`config.mk`:
```
export PLATFORM = sky130hd
export DESIGN_NAME = column_run_and_stats_scan
export DESIGN_NICKNAME = d
export VERILOG_FILES = /design/src/hw/rtl/crs_pkg.sv /design/src/hw/rtl/crs_scan.sv /design/src/hw/rtl/column_run_and_stats_scan.sv
export SDC_FILE = /design/constraint.sdc
export NUM_CORES = 1
export LEC_CHECK = 0
export BUFFER_PORTS_ARGS = -buffer_cell sky130_fd_sc_hd__buf_2
export CAP_MARGIN = 15
export CELL_PAD_IN_SITES_DETAIL_PLACEMENT = 1
export CELL_PAD_IN_SITES_GLOBAL_PLACEMENT = 2
export CORE_MARGIN = 2
export CORE_UTILIZATION = 40
export CTS_BUF_LIST = sky130_fd_sc_hd__clkbuf_8 sky130_fd_sc_hd__clkbuf_16
export DETAILED_ROUTE_END_ITERATION = 10
export PLACE_DENSITY = 0.92
export SKIP_CTS_REPAIR_TIMING = 1
export SLEW_MARGIN = 20
export SYNTH_ARGS = -nofsm -noshare
export SYNTH_HDL_FRONTEND = slang
export SYNTH_SLANG_ARGS = --single-unit
```
`constraint.sdc`:
```
create_clock -name clk_i -period 10.32 [get_ports clk_i]
set_input_delay 2.064 -clock clk_i [delete_from_list [all_inputs] [get_ports clk_i]]
set_output_delay 2.064 -clock clk_i [all_outputs]
set_load 0.02 [all_outputs]
```
`src/hw/rtl/crs_pkg.sv`:
```
// ----------------------------------------------------------------------------
// crs_pkg: shared types and constants of the column run and stats scan
// Holds the field widths, the count saturation limit, the record slot codes
// and the struct that carries one item's pending records to the output.
// ----------------------------------------------------------------------------
`default_nettype none

package crs_pkg;

  localparam int unsigned VAL_W = 32;
  localparam int unsigned CNT_W = 17;

  // Largest column the counters must track; counts saturate at the smaller
  // of this and the largest value a count field can carry.
  localparam longint unsigned MAX_COLUMN = 64'd65536;
  localparam longint unsigned CNT_MAX    = (64'd1 << CNT_W) - 64'd1;
  localparam logic [CNT_W-1:0] COUNT_CAP =
    CNT_W'((MAX_COLUMN > CNT_MAX) ? CNT_MAX : MAX_COLUMN);
  localparam logic [CNT_W-1:0] COUNT_ONE = CNT_W'(1);

  // Record slots of one item, in emission order
  localparam int unsigned REC_CLOSE = 0;  // run closed by a value change
  localparam int unsigned REC_FIN   = 1;  // open run flushed at end of column
  localparam int unsigned REC_SUM   = 2;  // column summary
  localparam int unsigned REC_NUM   = 3;

  // Record kinds on the kind output
  localparam logic KIND_RUN     = 1'b0;
  localparam logic KIND_SUMMARY = 1'b1;

  // Records produced by one item
  typedef struct packed {
    logic [REC_NUM-1:0]      pend;
    logic signed [VAL_W-1:0] close_value;
    logic [CNT_W-1:0]        close_length;
    logic signed [VAL_W-1:0] fin_value;
    logic [CNT_W-1:0]        fin_length;
    logic [CNT_W-1:0]        run_total;
    logic [CNT_W-1:0]        null_total;
    logic signed [VAL_W-1:0] min_value;
    logic signed [VAL_W-1:0] max_value;
    logic                    ascending;
  } crs_bundle_t;

  // Saturating count increment
  function automatic logic [CNT_W-1:0] sat_inc(input logic [CNT_W-1:0] c);
    return (c >= COUNT_CAP) ? COUNT_CAP : c + COUNT_ONE;
  endfunction

endpackage

`default_nettype wire

```
`src/hw/rtl/crs_scan.sv`:
```
// ----------------------------------------------------------------------------
// crs_scan: run tracking and column statistics
// Keeps the open run, the counters and min/max/ascending state, updates them
// for each taken item and presents the records that item produces.
// ----------------------------------------------------------------------------
`default_nettype none

module crs_scan import crs_pkg::*; (
  input  wire logic                    clk_i,
  input  wire logic                    rst_ni,
  input  wire logic                    take_i,
  input  wire logic signed [VAL_W-1:0] value_i,
  input  wire logic                    is_null_i,
  input  wire logic                    last_i,
  output crs_bundle_t                  bundle_o
);

  logic signed [VAL_W-1:0] open_value_q, open_value_d, upd_value;
  logic [CNT_W-1:0]        open_length_q, open_length_d, upd_length;
  logic [CNT_W-1:0]        runs_q, runs_d, upd_runs;
  logic [CNT_W-1:0]        nulls_q, nulls_d, upd_nulls;
  logic signed [VAL_W-1:0] low_q, low_d, upd_low;
  logic signed [VAL_W-1:0] high_q, high_d, upd_high;
  logic                    asc_q, asc_d, upd_asc;
  logic                    at_start_q, at_start_d, upd_start;
  logic                    closing;

  // Advance the run state for the presented item
  always_comb begin
    upd_value  = open_value_q;
    upd_length = open_length_q;
    upd_runs   = runs_q;
    upd_nulls  = nulls_q;
    upd_low    = low_q;
    upd_high   = high_q;
    upd_asc    = asc_q;
    upd_start  = at_start_q;
    closing    = 1'b0;
    if (at_start_q) begin
      // first element opens run one, null or not
      upd_value  = value_i;
      upd_length = COUNT_ONE;
      upd_runs   = COUNT_ONE;
      upd_nulls  = is_null_i ? COUNT_ONE : '0;
      upd_low    = value_i;
      upd_high   = value_i;
      upd_asc    = 1'b1;
      upd_start  = 1'b0;
    end else if (is_null_i) begin
      upd_nulls  = sat_inc(nulls_q);
      upd_length = sat_inc(open_length_q);
    end else if (value_i != open_value_q) begin
      // value change: close the open run and start a new one
      closing    = 1'b1;
      if (value_i < open_value_q) begin
        upd_asc = 1'b0;
      end
      if (value_i < low_q) begin
        upd_low = value_i;
      end
      if (value_i > high_q) begin
        upd_high = value_i;
      end
      upd_value  = value_i;
      upd_length = COUNT_ONE;
      upd_runs   = sat_inc(runs_q);
    end else begin
      upd_length = sat_inc(open_length_q);
    end
  end

  // Return to column start after the last element
  always_comb begin
    if (last_i) begin
      open_value_d  = '0;
      open_length_d = '0;
      runs_d        = '0;
      nulls_d       = '0;
      low_d         = '0;
      high_d        = '0;
      asc_d         = 1'b1;
      at_start_d    = 1'b1;
    end else begin
      open_value_d  = upd_value;
      open_length_d = upd_length;
      runs_d        = upd_runs;
      nulls_d       = upd_nulls;
      low_d         = upd_low;
      high_d        = upd_high;
      asc_d         = upd_asc;
      at_start_d    = upd_start;
    end
  end

  // Gather the records this item produces
  always_comb begin
    bundle_o.pend               = '0;
    bundle_o.pend[REC_CLOSE]    = closing;
    bundle_o.pend[REC_FIN]      = last_i;
    bundle_o.pend[REC_SUM]      = last_i;
    bundle_o.close_value        = open_value_q;
    bundle_o.close_length       = open_length_q;
    bundle_o.fin_value          = upd_value;
    bundle_o.fin_length         = upd_length;
    bundle_o.run_total          = upd_runs;
    bundle_o.null_total         = upd_nulls;
    bundle_o.min_value          = upd_low;
    bundle_o.max_value          = upd_high;
    bundle_o.ascending          = upd_asc;
  end

  // Hold state until an item is taken
  always_ff @(posedge clk_i or negedge rst_ni) begin
    if (!rst_ni) begin
      open_value_q  <= '0;
      open_length_q <= '0;
      runs_q        <= '0;
      nulls_q       <= '0;
      low_q         <= '0;
      high_q        <= '0;
      asc_q         <= 1'b1;
      at_start_q    <= 1'b1;
    end else if (take_i) begin
      open_value_q  <= open_value_d;
      open_length_q <= open_length_d;
      runs_q        <= runs_d;
      nulls_q       <= nulls_d;
      low_q         <= low_d;
      high_q        <= high_d;
      asc_q         <= asc_d;
      at_start_q    <= at_start_d;
    end
  end

  // Assertions
  a_open_len_nonzero: assert property (@(posedge clk_i) disable iff (!rst_ni)
    !at_start_q |-> (open_length_q != '0) && (runs_q != '0))
    else $error("open run without length or run count");

  a_min_le_max: assert property (@(posedge clk_i) disable iff (!rst_ni)
    low_q <= high_q)
    else $error("min above max");

  a_open_in_range: assert property (@(posedge clk_i) disable iff (!rst_ni)
    !at_start_q |-> (open_value_q >= low_q) && (open_value_q <= high_q))
    else $error("open run value outside min/max");

endmodule

`default_nettype wire

```
`src/hw/rtl/column_run_and_stats_scan.sv`:
```
// ----------------------------------------------------------------------------
// column_run_and_stats_scan: run-length scan with column statistics
// Streams a column of signed 32-bit values with null flags and emits run
// records and one summary record per column.
// ----------------------------------------------------------------------------
// Usage:
//   Input channel (in_valid_i / in_stall_o) carries one column element per
//   transaction: value_i, is_null_i and last_i on the final element.
//   Output channel (out_valid_o / out_stall_i) carries one record per
//   transaction: kind_o selects run record or summary; final_res_o marks the
//   summary, the last record of a column.
//   An element produces zero to three records. They are registered in a
//   record bundle and appear in the cycle after the element is taken, one
//   per cycle while the receiver does not stall. The next element is taken
//   in the same cycle as the bundle's last record leaves, so elements with
//   at most one record flow at one per cycle without receiver stalls; an
//   element with more records holds the input until its last one leaves.
//   When the receiver stalls, the current record holds and the input stalls
//   once a bundle is waiting. Reset clears the pending records and returns
//   the scan to the start of a column; after the last element it returns there as well.
// ----------------------------------------------------------------------------
`default_nettype none

module column_run_and_stats_scan import crs_pkg::*; (
  input  wire logic                    clk_i,
  input  wire logic                    rst_ni,
  input  wire logic                    in_valid_i,
  output      logic                    in_stall_o,
  input  wire logic signed [VAL_W-1:0] value_i,
  input  wire logic                    is_null_i,
  input  wire logic                    last_i,
  output      logic                    out_valid_o,
  input  wire logic                    out_stall_i,
  output      logic                    kind_o,
  output      logic signed [VAL_W-1:0] run_value_o,
  output      logic [CNT_W-1:0]        run_length_o,
  output      logic [CNT_W-1:0]        run_total_o,
  output      logic [CNT_W-1:0]        null_total_o,
  output      logic signed [VAL_W-1:0] min_value_o,
  output      logic signed [VAL_W-1:0] max_value_o,
  output      logic                    ascending_o,
  output      logic                    final_res_o
);

  crs_bundle_t        bundle_new;
  crs_bundle_t        bundle_q;
  logic [REC_NUM-1:0] pend_q, pend_d, pend_pop;
  logic               in_fire, out_fire;

  // Scan state and record generation
  crs_scan u_scan (
    .clk_i     (clk_i),
    .rst_ni    (rst_ni),
    .take_i    (in_fire),
    .value_i   (value_i),
    .is_null_i (is_null_i),
    .last_i    (last_i),
    .bundle_o  (bundle_new)
  );

  // Handshake: drop the lowest pending record on each output transaction
  assign out_valid_o = |pend_q;
  assign out_fire    = out_valid_o && !out_stall_i;
  assign pend_pop    = out_fire ? (pend_q & (pend_q - REC_NUM'(1))) : pend_q;
  assign in_stall_o  = |pend_pop;
  assign in_fire     = in_valid_i && !in_stall_o;

  always_comb begin
    if (in_fire) begin
      pend_d = bundle_new.pend;
    end else begin
      pend_d = pend_pop;
    end
  end

  always_ff @(posedge clk_i or negedge rst_ni) begin
    if (!rst_ni) begin
      pend_q <= '0;
    end else begin
      pend_q <= pend_d;
    end
  end

  // Load record payload with each accepted element
  always_ff @(posedge clk_i) begin
    if (in_fire) begin
      bundle_q <= bundle_new;
    end
  end

  // Select the current record for the output
  always_comb begin
    kind_o       = KIND_RUN;
    run_value_o  = '0;
    run_length_o = '0;
    run_total_o  = '0;
    null_total_o = '0;
    min_value_o  = '0;
    max_value_o  = '0;
    ascending_o  = 1'b0;
    final_res_o  = 1'b0;
    if (pend_q[REC_CLOSE]) begin
      run_value_o  = bundle_q.close_value;
      run_length_o = bundle_q.close_length;
    end else if (pend_q[REC_FIN]) begin
      run_value_o  = bundle_q.fin_value;
      run_length_o = bundle_q.fin_length;
    end else if (pend_q[REC_SUM]) begin
      kind_o       = KIND_SUMMARY;
      run_total_o  = bundle_q.run_total;
      null_total_o = bundle_q.null_total;
      min_value_o  = bundle_q.min_value;
      max_value_o  = bundle_q.max_value;
      ascending_o  = bundle_q.ascending;
      final_res_o  = 1'b1;
    end
  end

  // Assertions
  a_fin_with_sum: assert property (@(posedge clk_i) disable iff (!rst_ni)
    pend_q[REC_FIN] |-> pend_q[REC_SUM])
    else $error("flushed run pending without its summary");

  a_last_loads_summary: assert property (@(posedge clk_i) disable iff (!rst_ni)
    in_fire && last_i |=> pend_q[REC_FIN] && pend_q[REC_SUM])
    else $error("last element did not queue run and summary");

  a_summary_ends_bundle: assert property (@(posedge clk_i) disable iff (!rst_ni)
    out_fire && final_res_o |-> $countones(pend_q) == 1)
    else $error("summary left before other records of its bundle");

  a_summary_counts: assert property (@(posedge clk_i) disable iff (!rst_ni)
    pend_q[REC_SUM] |-> (bundle_q.run_total != '0) && (bundle_q.fin_length != '0))
    else $error("summary with empty run count");

endmodule

`default_nettype wire

```
==> impl_metrics.sql, run 1 <==
INSERT INTO impl_metrics (metric_group, metric, value, unit) VALUES
('outcome', 'run_status', 'finished, final reports clean', ''),
('routing', 'ant_nets', '0', ''),
('sta', 'fmaxAchievable', '178', 'MHz'),
('synthesis', 'syn_nets', '1774', ''),
('synthesis', 'netlist.area_leader.share', '32.4', '%'),
('sta', 'max_slew_margin', '30.3', '%'),
('setup_path', 'timing.critical_path.required', '10630', 'ps'),
('routing', 'drt_pass1_iterations', '5', ''),
('global_routing', 'grt_start_max_net_pins', '162', ''),
('sta', 'finalSetupViolations', '0', ''),
('sta', 'finalWorstPathRequiredPeriod', '5620', 'ps'),
('synthesis', 'ys_top_cells_by_area', 'sky130_fd_sc_hd__edfxtp_1 (32%), sky130_fd_sc_hd__dfrtp_1 (21%), sky130_fd_sc_hd__ha_1 (6.9%), sky130_fd_sc_hd__mux2_2 (4.0%), sky130_fd_sc_hd__and2_1 (3.5%)', ''),
('synthesis', 'syn-mean-instance-area', '11.2', 'µm²'),
('min_path', 'hp-class', 'register to register', ''),
('cells_and_area', 'fin_util', '46.4', '%'),
('routing', 'average_wire_per_cell_in_the_routed_design', '22.3', 'µm'),
('setup_path', 'timing.critical_path.arrival', '5920', 'ps'),
('synthesis', 'synth.ff_latch_count', '349', ''),
('clock_tree', 'insertion_delay', '560', 'ps'),
('die', 'coreArea', '0.0452', 'mm²'),
('setup_path', 'timing.critical_path.fanout_max', '42', ''),
('placed_design', 'post_dp_cell_area', '0.0197', 'mm²'),
('die', 'initial_core_util', '40.4', '%'),
('sta', 'unrepaired_setup_endpoints_after_global_routing', 'no', ''),
('synthesis', 'synth_sequential_area_ratio', '53.3', '%'),
('synthesis', 'synth_top_flop_cell', 'sky130_fd_sc_hd__edfxtp_1', ''),
('sta', 'report.final.hold_viol_count', '0', ''),
('power', 'power.density', '294', 'mW/mm²'),
('cells_and_area', 'finalNetCount', '1914', ''),
('sta', 'worst_margin_pin_slew', '1050', 'ps'),
('synthesis', 'synthDominantAreaCellType', 'sky130_fd_sc_hd__edfxtp_1', ''),
('synthesis', 'synth_cell_types', '71', ''),
('clock_tree', 'cts_inserted_buffers', '39', ''),
('global_routing', 'grt_antenna_before_repair', '2', ''),
('cells_and_area', 'drive_gt1_share', '20.2', '%'),
('placed_design', 'post-dp-hpwl', '34400', 'µm'),
('synthesis', 'synth_area', '0.0182', 'mm²'),
('setup_path', 'start_kind', 'primary input', ''),
('die', 'design.portCount', '190', ''),
('global_routing', 'grt_overflow', '0', ''),
('synthesis', 'synth-edff-count', '197', ''),
('placed_design', 'gp_congestion', '0.838', ''),
('synthesis', 'synth.yosys.warnings', '0', ''),
('placed_design', 'portBuffers', '189', ''),
('routing', 'drc_violation_count_after_routing', '0', ''),
('clock_tree', 'clkTransAtPathRegs', '60', 'ps'),
('flow_run', 'cap_viol_max_count', '0', ''),
('routing', 'topRoutingLayerUsed', 'met4', ''),
('routing', 'met1Wirelength', '23400', 'µm'),
('die', 'die_footprint', '0.0473', 'mm²'),
('die', 'placement_rows', '78', ''),
('setup_path', 'critical_path.endpoint_type', 'register', ''),
('clock_tree', 'cts_tree', 'done', ''),
('clock_tree', 'tritoncts_num_sinks', '349', ''),
('cells_and_area', 'most_common_cell_after_layout_fill_and_taps_aside', 'sky130_fd_sc_hd__edfxtp_1', ''),
('sta', 'fin_skew', '14.3', 'ps'),
('sta', 'report.final.slew_viol_count', '0', ''),
('sta', 'finalWorstSetupSlack', '4700', 'ps'),
('global_routing', 'grt_pass1_vias', '14600', ''),
('synthesis', 'synthArstFlopShare', '43.6', '%'),
('routing', 'drt_iter0_markers', '875', ''),
('placed_design', 'detailedPlace.worstSlack', '3830', 'ps'),
('routing', 'met2_wirelength', '25700', 'µm'),
('routing', 'detailroute.wirelength.met3', '3170', 'µm'),
('routing', 'drt_wl_total', '53600', 'µm'),
('cells_and_area', 'area.growth.synth_to_final', '15.0', '%'),
('cells_and_area', 'leading_cell_types_in_the_layout_fill_and_taps_excluded', 'sky130_fd_sc_hd__edfxtp_1 (197), sky130_fd_sc_hd__buf_2 (188), sky130_fd_sc_hd__dfrtp_1 (149), sky130_fd_sc_hd__nand2_1 (138), sky130_fd_sc_hd__inv_1 (119)', ''),
('die', 'die-height', '218', 'µm'),
('global_routing', 'grt_pass1_wl', '84300', 'µm'),
('clock_tree', 'ctsHtreeMaxLevel', '2', ''),
('power', 'leakagePower', '8.84', 'nW');
power breakdown:
part	internal [mW]	total [mW]	switching [mW]
logic	0.868	2.53	1.66
clock network	0.802	1.39	0.589
registers	2.05	2.25	0.196
final cells by class:
class                   instances  area [µm²]
fillers                      4862       24200
flip-flops and latches        349        9720
multi-input cells            1064        7710
repair buffers                207        1090
clock buffers                  45        1080
well taps                     600         751
inverters                     114         435
clock inverters                25         184
diodes                          1        2.50
layer usage:
layer	up-vias	GRT usage, %
li1	6350	-
met1	7073	30.4
met4	0	7.65
met2	357	37.9
met3	80	3.89
met5	-	0
logic make-up after synthesis:
kind of cell / Yosys count / share of synthesized area [%]
AO/OA/AOI/OAI: 451 / 17.7
AND/OR/NAND/NOR: 419 / 11.8
flip-flops: 349 / 53.3
buffers and inverters: 222 / 4.80
adder cells (fa/ha/maj): 102 / 6.99
multiplexers: 66 / 4.06
XOR/XNOR: 26 / 1.25
stage by stage:
stage	instances	power, mW
floorplan	1635	3.99
global placement	2334	4.69
detailed placement	2334	4.80
CTS	2404	6.21
global route	2405	6.54
finish	2405	6.16
cells in the mapped netlist, types with 5 or more instances:
| cell type | number |
|---|---|
| sky130_fd_sc_hd__edfxtp_1 | 197 |
| sky130_fd_sc_hd__dfrtp_1 | 150 |
| sky130_fd_sc_hd__nand2_1 | 139 |
| sky130_fd_sc_hd__inv_1 | 113 |
| sky130_fd_sc_hd__and2_1 | 103 |
| sky130_fd_sc_hd__ha_1 | 101 |
| sky130_fd_sc_hd__o21ai_0 | 94 |
| sky130_fd_sc_hd__clkbuf_1 | 84 |
| sky130_fd_sc_hd__a22o_1 | 72 |
| sky130_fd_sc_hd__mux2_2 | 64 |
| sky130_fd_sc_hd__a21o_1 | 57 |
| sky130_fd_sc_hd__nor2_1 | 53 |
| sky130_fd_sc_hd__a21oi_1 | 48 |
| sky130_fd_sc_hd__a31oi_1 | 33 |
| sky130_fd_sc_hd__o32ai_1 | 33 |
| sky130_fd_sc_hd__o22ai_1 | 32 |
| sky130_fd_sc_hd__nand3_1 | 25 |
| sky130_fd_sc_hd__nand4_1 | 25 |
| sky130_fd_sc_hd__a2111oi_0 | 23 |
| sky130_fd_sc_hd__xor2_1 | 16 |
| sky130_fd_sc_hd__nor3_1 | 13 |
| sky130_fd_sc_hd__buf_2 | 12 |
| sky130_fd_sc_hd__o31ai_1 | 12 |
| sky130_fd_sc_hd__a2111oi_2 | 10 |
| sky130_fd_sc_hd__xnor2_1 | 10 |
| sky130_fd_sc_hd__or3_1 | 8 |
| sky130_fd_sc_hd__and3_1 | 7 |
| sky130_fd_sc_hd__buf_4 | 7 |
| sky130_fd_sc_hd__nand2b_1 | 7 |
| sky130_fd_sc_hd__nor4_1 | 7 |
| sky130_fd_sc_hd__a211oi_1 | 6 |
| sky130_fd_sc_hd__nor2b_1 | 6 |
| sky130_fd_sc_hd__and4_1 | 5 |
| sky130_fd_sc_hd__buf_1 | 5 |
final timing paths:
kind,startpoint,end,slack (ps),cells after the start
hold reg to reg,u_scan.open_value_q[29],bundle_q[194],470,0
setup / recovery,value_i[14],bundle_q[26],4700,10
hold / removal,u_scan.open_value_q[29],bundle_q[194],470,0
min in group asynchronous,rst_ni,u_scan.open_length_q[9],1650,1
max in group asynchronous,rst_ni,u_scan.low_q[7],7310,2
setup reg to reg,u_scan.open_value_q[13],bundle_q[26],5960,10
state kept, by name, indices dropped and copies added (netlist names):
name / count
pend_q: 3
u_scan.low_q: 32
u_scan.asc_q: 1
u_scan.runs_q: 17
u_scan.open_length_q: 17
u_scan.high_q: 32
u_scan.at_start_q: 1
u_scan.nulls_q: 17
bundle_q: 197
u_scan.open_value_q: 32
critical path: stages:
cell	delay, ps
sky130_fd_sc_hd__buf_2	150
sky130_fd_sc_hd__ha_1	320
sky130_fd_sc_hd__nand4_1	260
sky130_fd_sc_hd__nor4bb_4	710
sky130_fd_sc_hd__a21oi_2	340
sky130_fd_sc_hd__and3_1	280
sky130_fd_sc_hd__a2bb2o_4	230
sky130_fd_sc_hd__nor2_4	530
sky130_fd_sc_hd__buf_4	580
sky130_fd_sc_hd__mux2_2	410
No activity file was read; power rests on OpenSTA's default activity.
==> run 2: changes to the inputs <==
--- a/config.mk
+++ b/config.mk
@@ -5,15 +5,16 @@
 export SDC_FILE = /design/constraint.sdc
 export NUM_CORES = 1
 export LEC_CHECK = 0
+export ABC_AREA = 1
 export BUFFER_PORTS_ARGS = -buffer_cell sky130_fd_sc_hd__buf_2
 export CAP_MARGIN = 15
 export CELL_PAD_IN_SITES_DETAIL_PLACEMENT = 1
 export CELL_PAD_IN_SITES_GLOBAL_PLACEMENT = 2
 export CORE_MARGIN = 2
-export CORE_UTILIZATION = 40
+export CORE_UTILIZATION = 36
 export CTS_BUF_LIST = sky130_fd_sc_hd__clkbuf_8 sky130_fd_sc_hd__clkbuf_16
 export DETAILED_ROUTE_END_ITERATION = 10
-export PLACE_DENSITY = 0.92
+export PLACE_DENSITY = 0.91
 export SKIP_CTS_REPAIR_TIMING = 1
 export SLEW_MARGIN = 20
 export SYNTH_ARGS = -nofsm -noshare
==> constraint.sdc (replaced) <==
create_clock -name clk_i -period 5.7 [get_ports clk_i]
set_input_delay 1.14 -clock clk_i [delete_from_list [all_inputs] [get_ports clk_i]]
set_output_delay 1.14 -clock clk_i [all_outputs]
set_load 0.02 [all_outputs]
==> run 2 against run 1 <==
Via count increased by 11%. Sequential power increased by 84%. Global-route usage decreased by 1.0 points. Power increased by 89%. Clock power increased by 94%. Core utilization decreased by 4.3 points. Register-to-register slack got worse by 3900 ps.
==> impl_metrics.sql, run 2 <==
INSERT INTO impl_metrics (metric_group, metric, value, unit) VALUES
('power', 'design_power_total', '11.6', 'mW'),
('synthesis', 'synth_top_flop_cell', 'sky130_fd_sc_hd__edfxtp_1', ''),
('min_path', 'worst_hold_path.num_cells', '0', ''),
('setup_path', 'critical-path-slowest-cell', 'sky130_fd_sc_hd__clkinv_2', ''),
('setup_path', 'critPathMaxStageDelay', '530', 'ps'),
('clock_tree', 'clk_path_buf_depth', '3', ''),
('routing', 'drt_pass1_iterations', '4', ''),
('min_path', 'hp-class', 'register to register', ''),
('outcome', 'run_status', 'finished, final reports clean', ''),
('synthesis', 'synth-edff-count', '197', ''),
('sta', 'max_slew_margin', '29.3', '%'),
('synthesis', 'synth_sequential_area_ratio', '52.4', '%'),
('clock_tree', 'tritoncts_num_sinks', '349', ''),
('sta', 'finalSetupViolations', '0', ''),
('cells_and_area', 'design_area', '0.0215', 'mm²'),
('clock_tree', 'cts_tree', 'done', ''),
('die', 'die-height', '231', 'µm'),
('setup_path', 'ff2ff_path_depth', '8', ''),
('global_routing', 'grt_start_max_net_pins', '81', ''),
('synthesis', 'synth.yosys.warnings', '0', ''),
('clock_tree', 'clkTransAtPathRegs', '60', 'ps'),
('cells_and_area', 'area.growth.synth_to_final', '16.0', '%'),
('die', 'initial_core_util', '36.3', '%'),
('setup_path', 'worstSetupPathType', 'register to primary output', ''),
('sta', 'worst_margin_pin_slew', '1050', 'ps'),
('power', 'pwr-share-clk', '23.2', '%'),
('clock_tree', 'clock_tree.root_cell', 'sky130_fd_sc_hd__clkbuf_16', ''),
('synthesis', 'synth.ff_latch_count', '349', ''),
('cells_and_area', 'largest_register_ff_count', '197', ''),
('setup_path', 'crit_buf_inv', '4', ''),
('placed_design', 'post-dp-hpwl', '39600', 'µm'),
('placed_design', 'portBuffers', '189', ''),
('setup_path', 'critical_path.top_delay_family', 'buffers and inverters', ''),
('setup_path', 'timing.critical_path.fanout_max', '74', ''),
('sta', 'report.final.hold_viol_count', '0', ''),
('routing', 'drt_wl_total', '58000', 'µm'),
('cells_and_area', 'leading_cell_types_in_the_layout_fill_and_taps_excluded', 'sky130_fd_sc_hd__nand2_1 (541), sky130_fd_sc_hd__inv_1 (351), sky130_fd_sc_hd__nand3_1 (219), sky130_fd_sc_hd__edfxtp_1 (197), sky130_fd_sc_hd__buf_2 (188)', ''),
('cells_and_area', 'drive_gt1_share', '12.5', '%'),
('placed_design', 'gp_congestion', '0.863', ''),
('global_routing', 'grt_antenna_before_repair', '2', ''),
('global_routing', 'grt_pass1_wl', '90800', 'µm'),
('global_routing', 'grt_pass1_vias', '16400', ''),
('placed_design', 'place.detailed.instances', '2969', ''),
('die', 'coreArea', '0.0511', 'mm²'),
('synthesis', 'netlist.area_leader.share', '31.9', '%'),
('setup_path', 'origin_of_the_critical_flop_to_flop_path', 'pend_q[0]', ''),
('setup_path', 'rr_endpoint', 'u_scan.open_length_q[8]', ''),
('die', 'placement_rows', '83', ''),
('global_routing', 'grt_overflow', '0', ''),
('routing', 'drt_iter0_markers', '1011', ''),
('die', 'die_footprint', '0.0534', 'mm²'),
('clock_tree', 'ctsHtreeMaxLevel', '2', ''),
('routing', 'avgViaCountPerCell', '5.07', ''),
('setup_path', 'critical_path.endpoint_type', 'primary output', ''),
('sta', 'finalCritPeriodShare', '76.4', '%'),
('power', 'worst_ir_drop_vdd', '0.218', 'mV'),
('synthesis', 'synth_common_cells', 'sky130_fd_sc_hd__nand2_1 (541), sky130_fd_sc_hd__inv_1 (342), sky130_fd_sc_hd__nand3_1 (220)', ''),
('cells_and_area', 'largest-register', 'bundle_q', ''),
('setup_path', 'cp_cell_sequence', 'nor2_1 -> inv_1 -> nor2_1 -> clkinv_2 -> buf_4 -> nor2_1 -> buf_2', ''),
('die', 'design.portCount', '190', ''),
('power', 'power.density', '541', 'mW/mm²'),
('synthesis', 'synth_area', '0.0186', 'mm²'),
('min_path', 'worst_hold_path.endpoint', 'bundle_q[192]', ''),
('setup_path', 'setup.reg_to_reg.worst_slack', '2060', 'ps'),
('sta', 'fmaxAchievable', '230', 'MHz'),
('routing', 'dr_total_vias', '15400', ''),
('clock_tree', 'cts_inserted_buffers', '41', ''),
('sta', 'finalWorstPathRequiredPeriod', '4360', 'ps'),
('power', 'internal_power_of_the_cells', '6.71', 'mW'),
('synthesis', 'syn-mean-instance-area', '8.55', 'µm²'),
('power', 'power.share.sequential', '35.6', '%'),
('die', 'die-width', '231', 'µm'),
('synthesis', 'synth_cell_types', '44', ''),
('routing', 'ant_nets', '0', ''),
('global_routing', 'globalRouteTotalUtil', '21.8', '%'),
('cells_and_area', 'most_common_cell_after_layout_fill_and_taps_aside', 'sky130_fd_sc_hd__nand2_1', ''),
('synthesis', 'synth.most_common_cell', 'sky130_fd_sc_hd__nand2_1', ''),
('routing', 'drc_violation_count_after_routing', '0', ''),
('synthesis', 'synthArstFlopShare', '43.6', '%'),
('min_path', 'hp-start', 'u_scan.open_value_q[27]', ''),
('synthesis', 'ys_top_cells_by_area', 'sky130_fd_sc_hd__edfxtp_1 (32%), sky130_fd_sc_hd__dfrtp_1 (20%), sky130_fd_sc_hd__nand2_1 (11%), sky130_fd_sc_hd__inv_1 (6.9%), sky130_fd_sc_hd__ha_1 (6.8%)', ''),
('setup_path', 'start_kind', 'register', ''),
('routing', 'average_wire_per_cell_in_the_routed_design', '19.0', 'µm'),
('setup_path', 'crit_top_cell', 'sky130_fd_sc_hd__nor2_1', ''),
('cells_and_area', 'finalNetCount', '2471', ''),
('clock_tree', 'insertion_delay', '570', 'ps'),
('setup_path', 'timing.critical_path.required', '4560', 'ps'),
('power', 'leakagePower', '10.4', 'nW'),
('power', 'net-switching-power', '4.93', 'mW'),
('synthesis', 'syn_nets', '2309', ''),
('cells_and_area', 'fin_cells', '3047', ''),
('flow_run', 'cap_viol_max_count', '0', ''),
('synthesis', 'post_synth_inst_count', '2170', ''),
('power', 'switching_fraction', '42.4', '%'),
('sta', 'report.final.slew_viol_count', '0', ''),
('sta', 'fin_skew', '24.3', 'ps'),
('setup_path', 'timing.critical_path.arrival', '3220', 'ps'),
('sta', 'setup_tns', '0', 'ps'),
('synthesis', 'synthDominantAreaCellType', 'sky130_fd_sc_hd__edfxtp_1', ''),
('sta', 'unrepaired_setup_endpoints_after_global_routing', 'no', ''),
('power', 'share_comb_of_total_power', '41.2', '%'),
('placed_design', 'post_dp_cell_area', '0.0202', 'mm²');
==> run 2: cell type report <==
cell class / count / area [µm²]
clock buffer: 46 / 1120
sequential: 349 / 9720
tap: 680 / 851
antenna: 2 / 5.00
timing repair buffer: 206 / 1120
inverter: 348 / 1320
multi-input combinational: 1386 / 7150
fill: 6139 / 29600
clock inverter: 30 / 239
==> run 2: how the worst max path moves through the flow <==
stage	slack, ps	depth (start not counted)	end	from
3_5_place_dp	1400	13	bundle_q[10]	value_i[31]
4_1_cts	1280	7	min_value_o[30]	pend_q[0]
6_report	1340	7	min_value_o[30]	pend_q[0]
5_1_grt	1110	7	min_value_o[30]	pend_q[0]
2_1_floorplan	770	7	bundle_q[0]	out_stall_i
3_3_place_gp	1560	13	bundle_q[19]	value_i[31]
==> run 2: layer usage <==
metal  global-route usage (%)  vias to the layer above  part of all wire (%)
li1                         -                     7323                     -
met1                     27.6                     7721                    43
met2                     39.0                      316                    50
met3                     3.05                       82                   4.6
met4                     5.95                        0                   2.3
met5                        0                        -                     0
==> run 2: cells by family after synthesis <==
group           share of synthesized area, %
buf+inv                                 9.16
compound gates                          6.78
xor+xnor                               0.472
simple gates                            24.4
fa+ha+maj                               6.81
flops                                   52.4
==> run 2: power by group through the flow <==
stage	clock, mW	sequential [mW]	combinational [mW]
after global routing	2.83	4.22	5.37
after detailed placement	0	4.18	4.83
final	2.70	4.14	4.80
after CTS	2.74	4.15	4.86
after floorplan	0	4.08	3.22
after global placement	0	4.14	4.63
==> run 2: worst reg2reg max path, stage by stage (launching register included) <==
cell and delay (ps):
sky130_fd_sc_hd__dfrtp_2 400, sky130_fd_sc_hd__buf_4 350, sky130_fd_sc_hd__o21ai_0 380, sky130_fd_sc_hd__inv_1 70, sky130_fd_sc_hd__nor2_1 230, sky130_fd_sc_hd__nand3_4 170, sky130_fd_sc_hd__nor2_4 490, sky130_fd_sc_hd__clkinv_1 1010
sky130_fd_sc_hd__o21ai_0 450
==> run 2: stage by stage <==
stage	setup slack, ps	hold WS, ps	util [%]
detailed placement	1400	461	39.5
global route	1110	485	42.1
CTS	1280	476	42.1
floorplan	770	446	-
global placement	1560	455	39.5
finish	1340	472	42.1
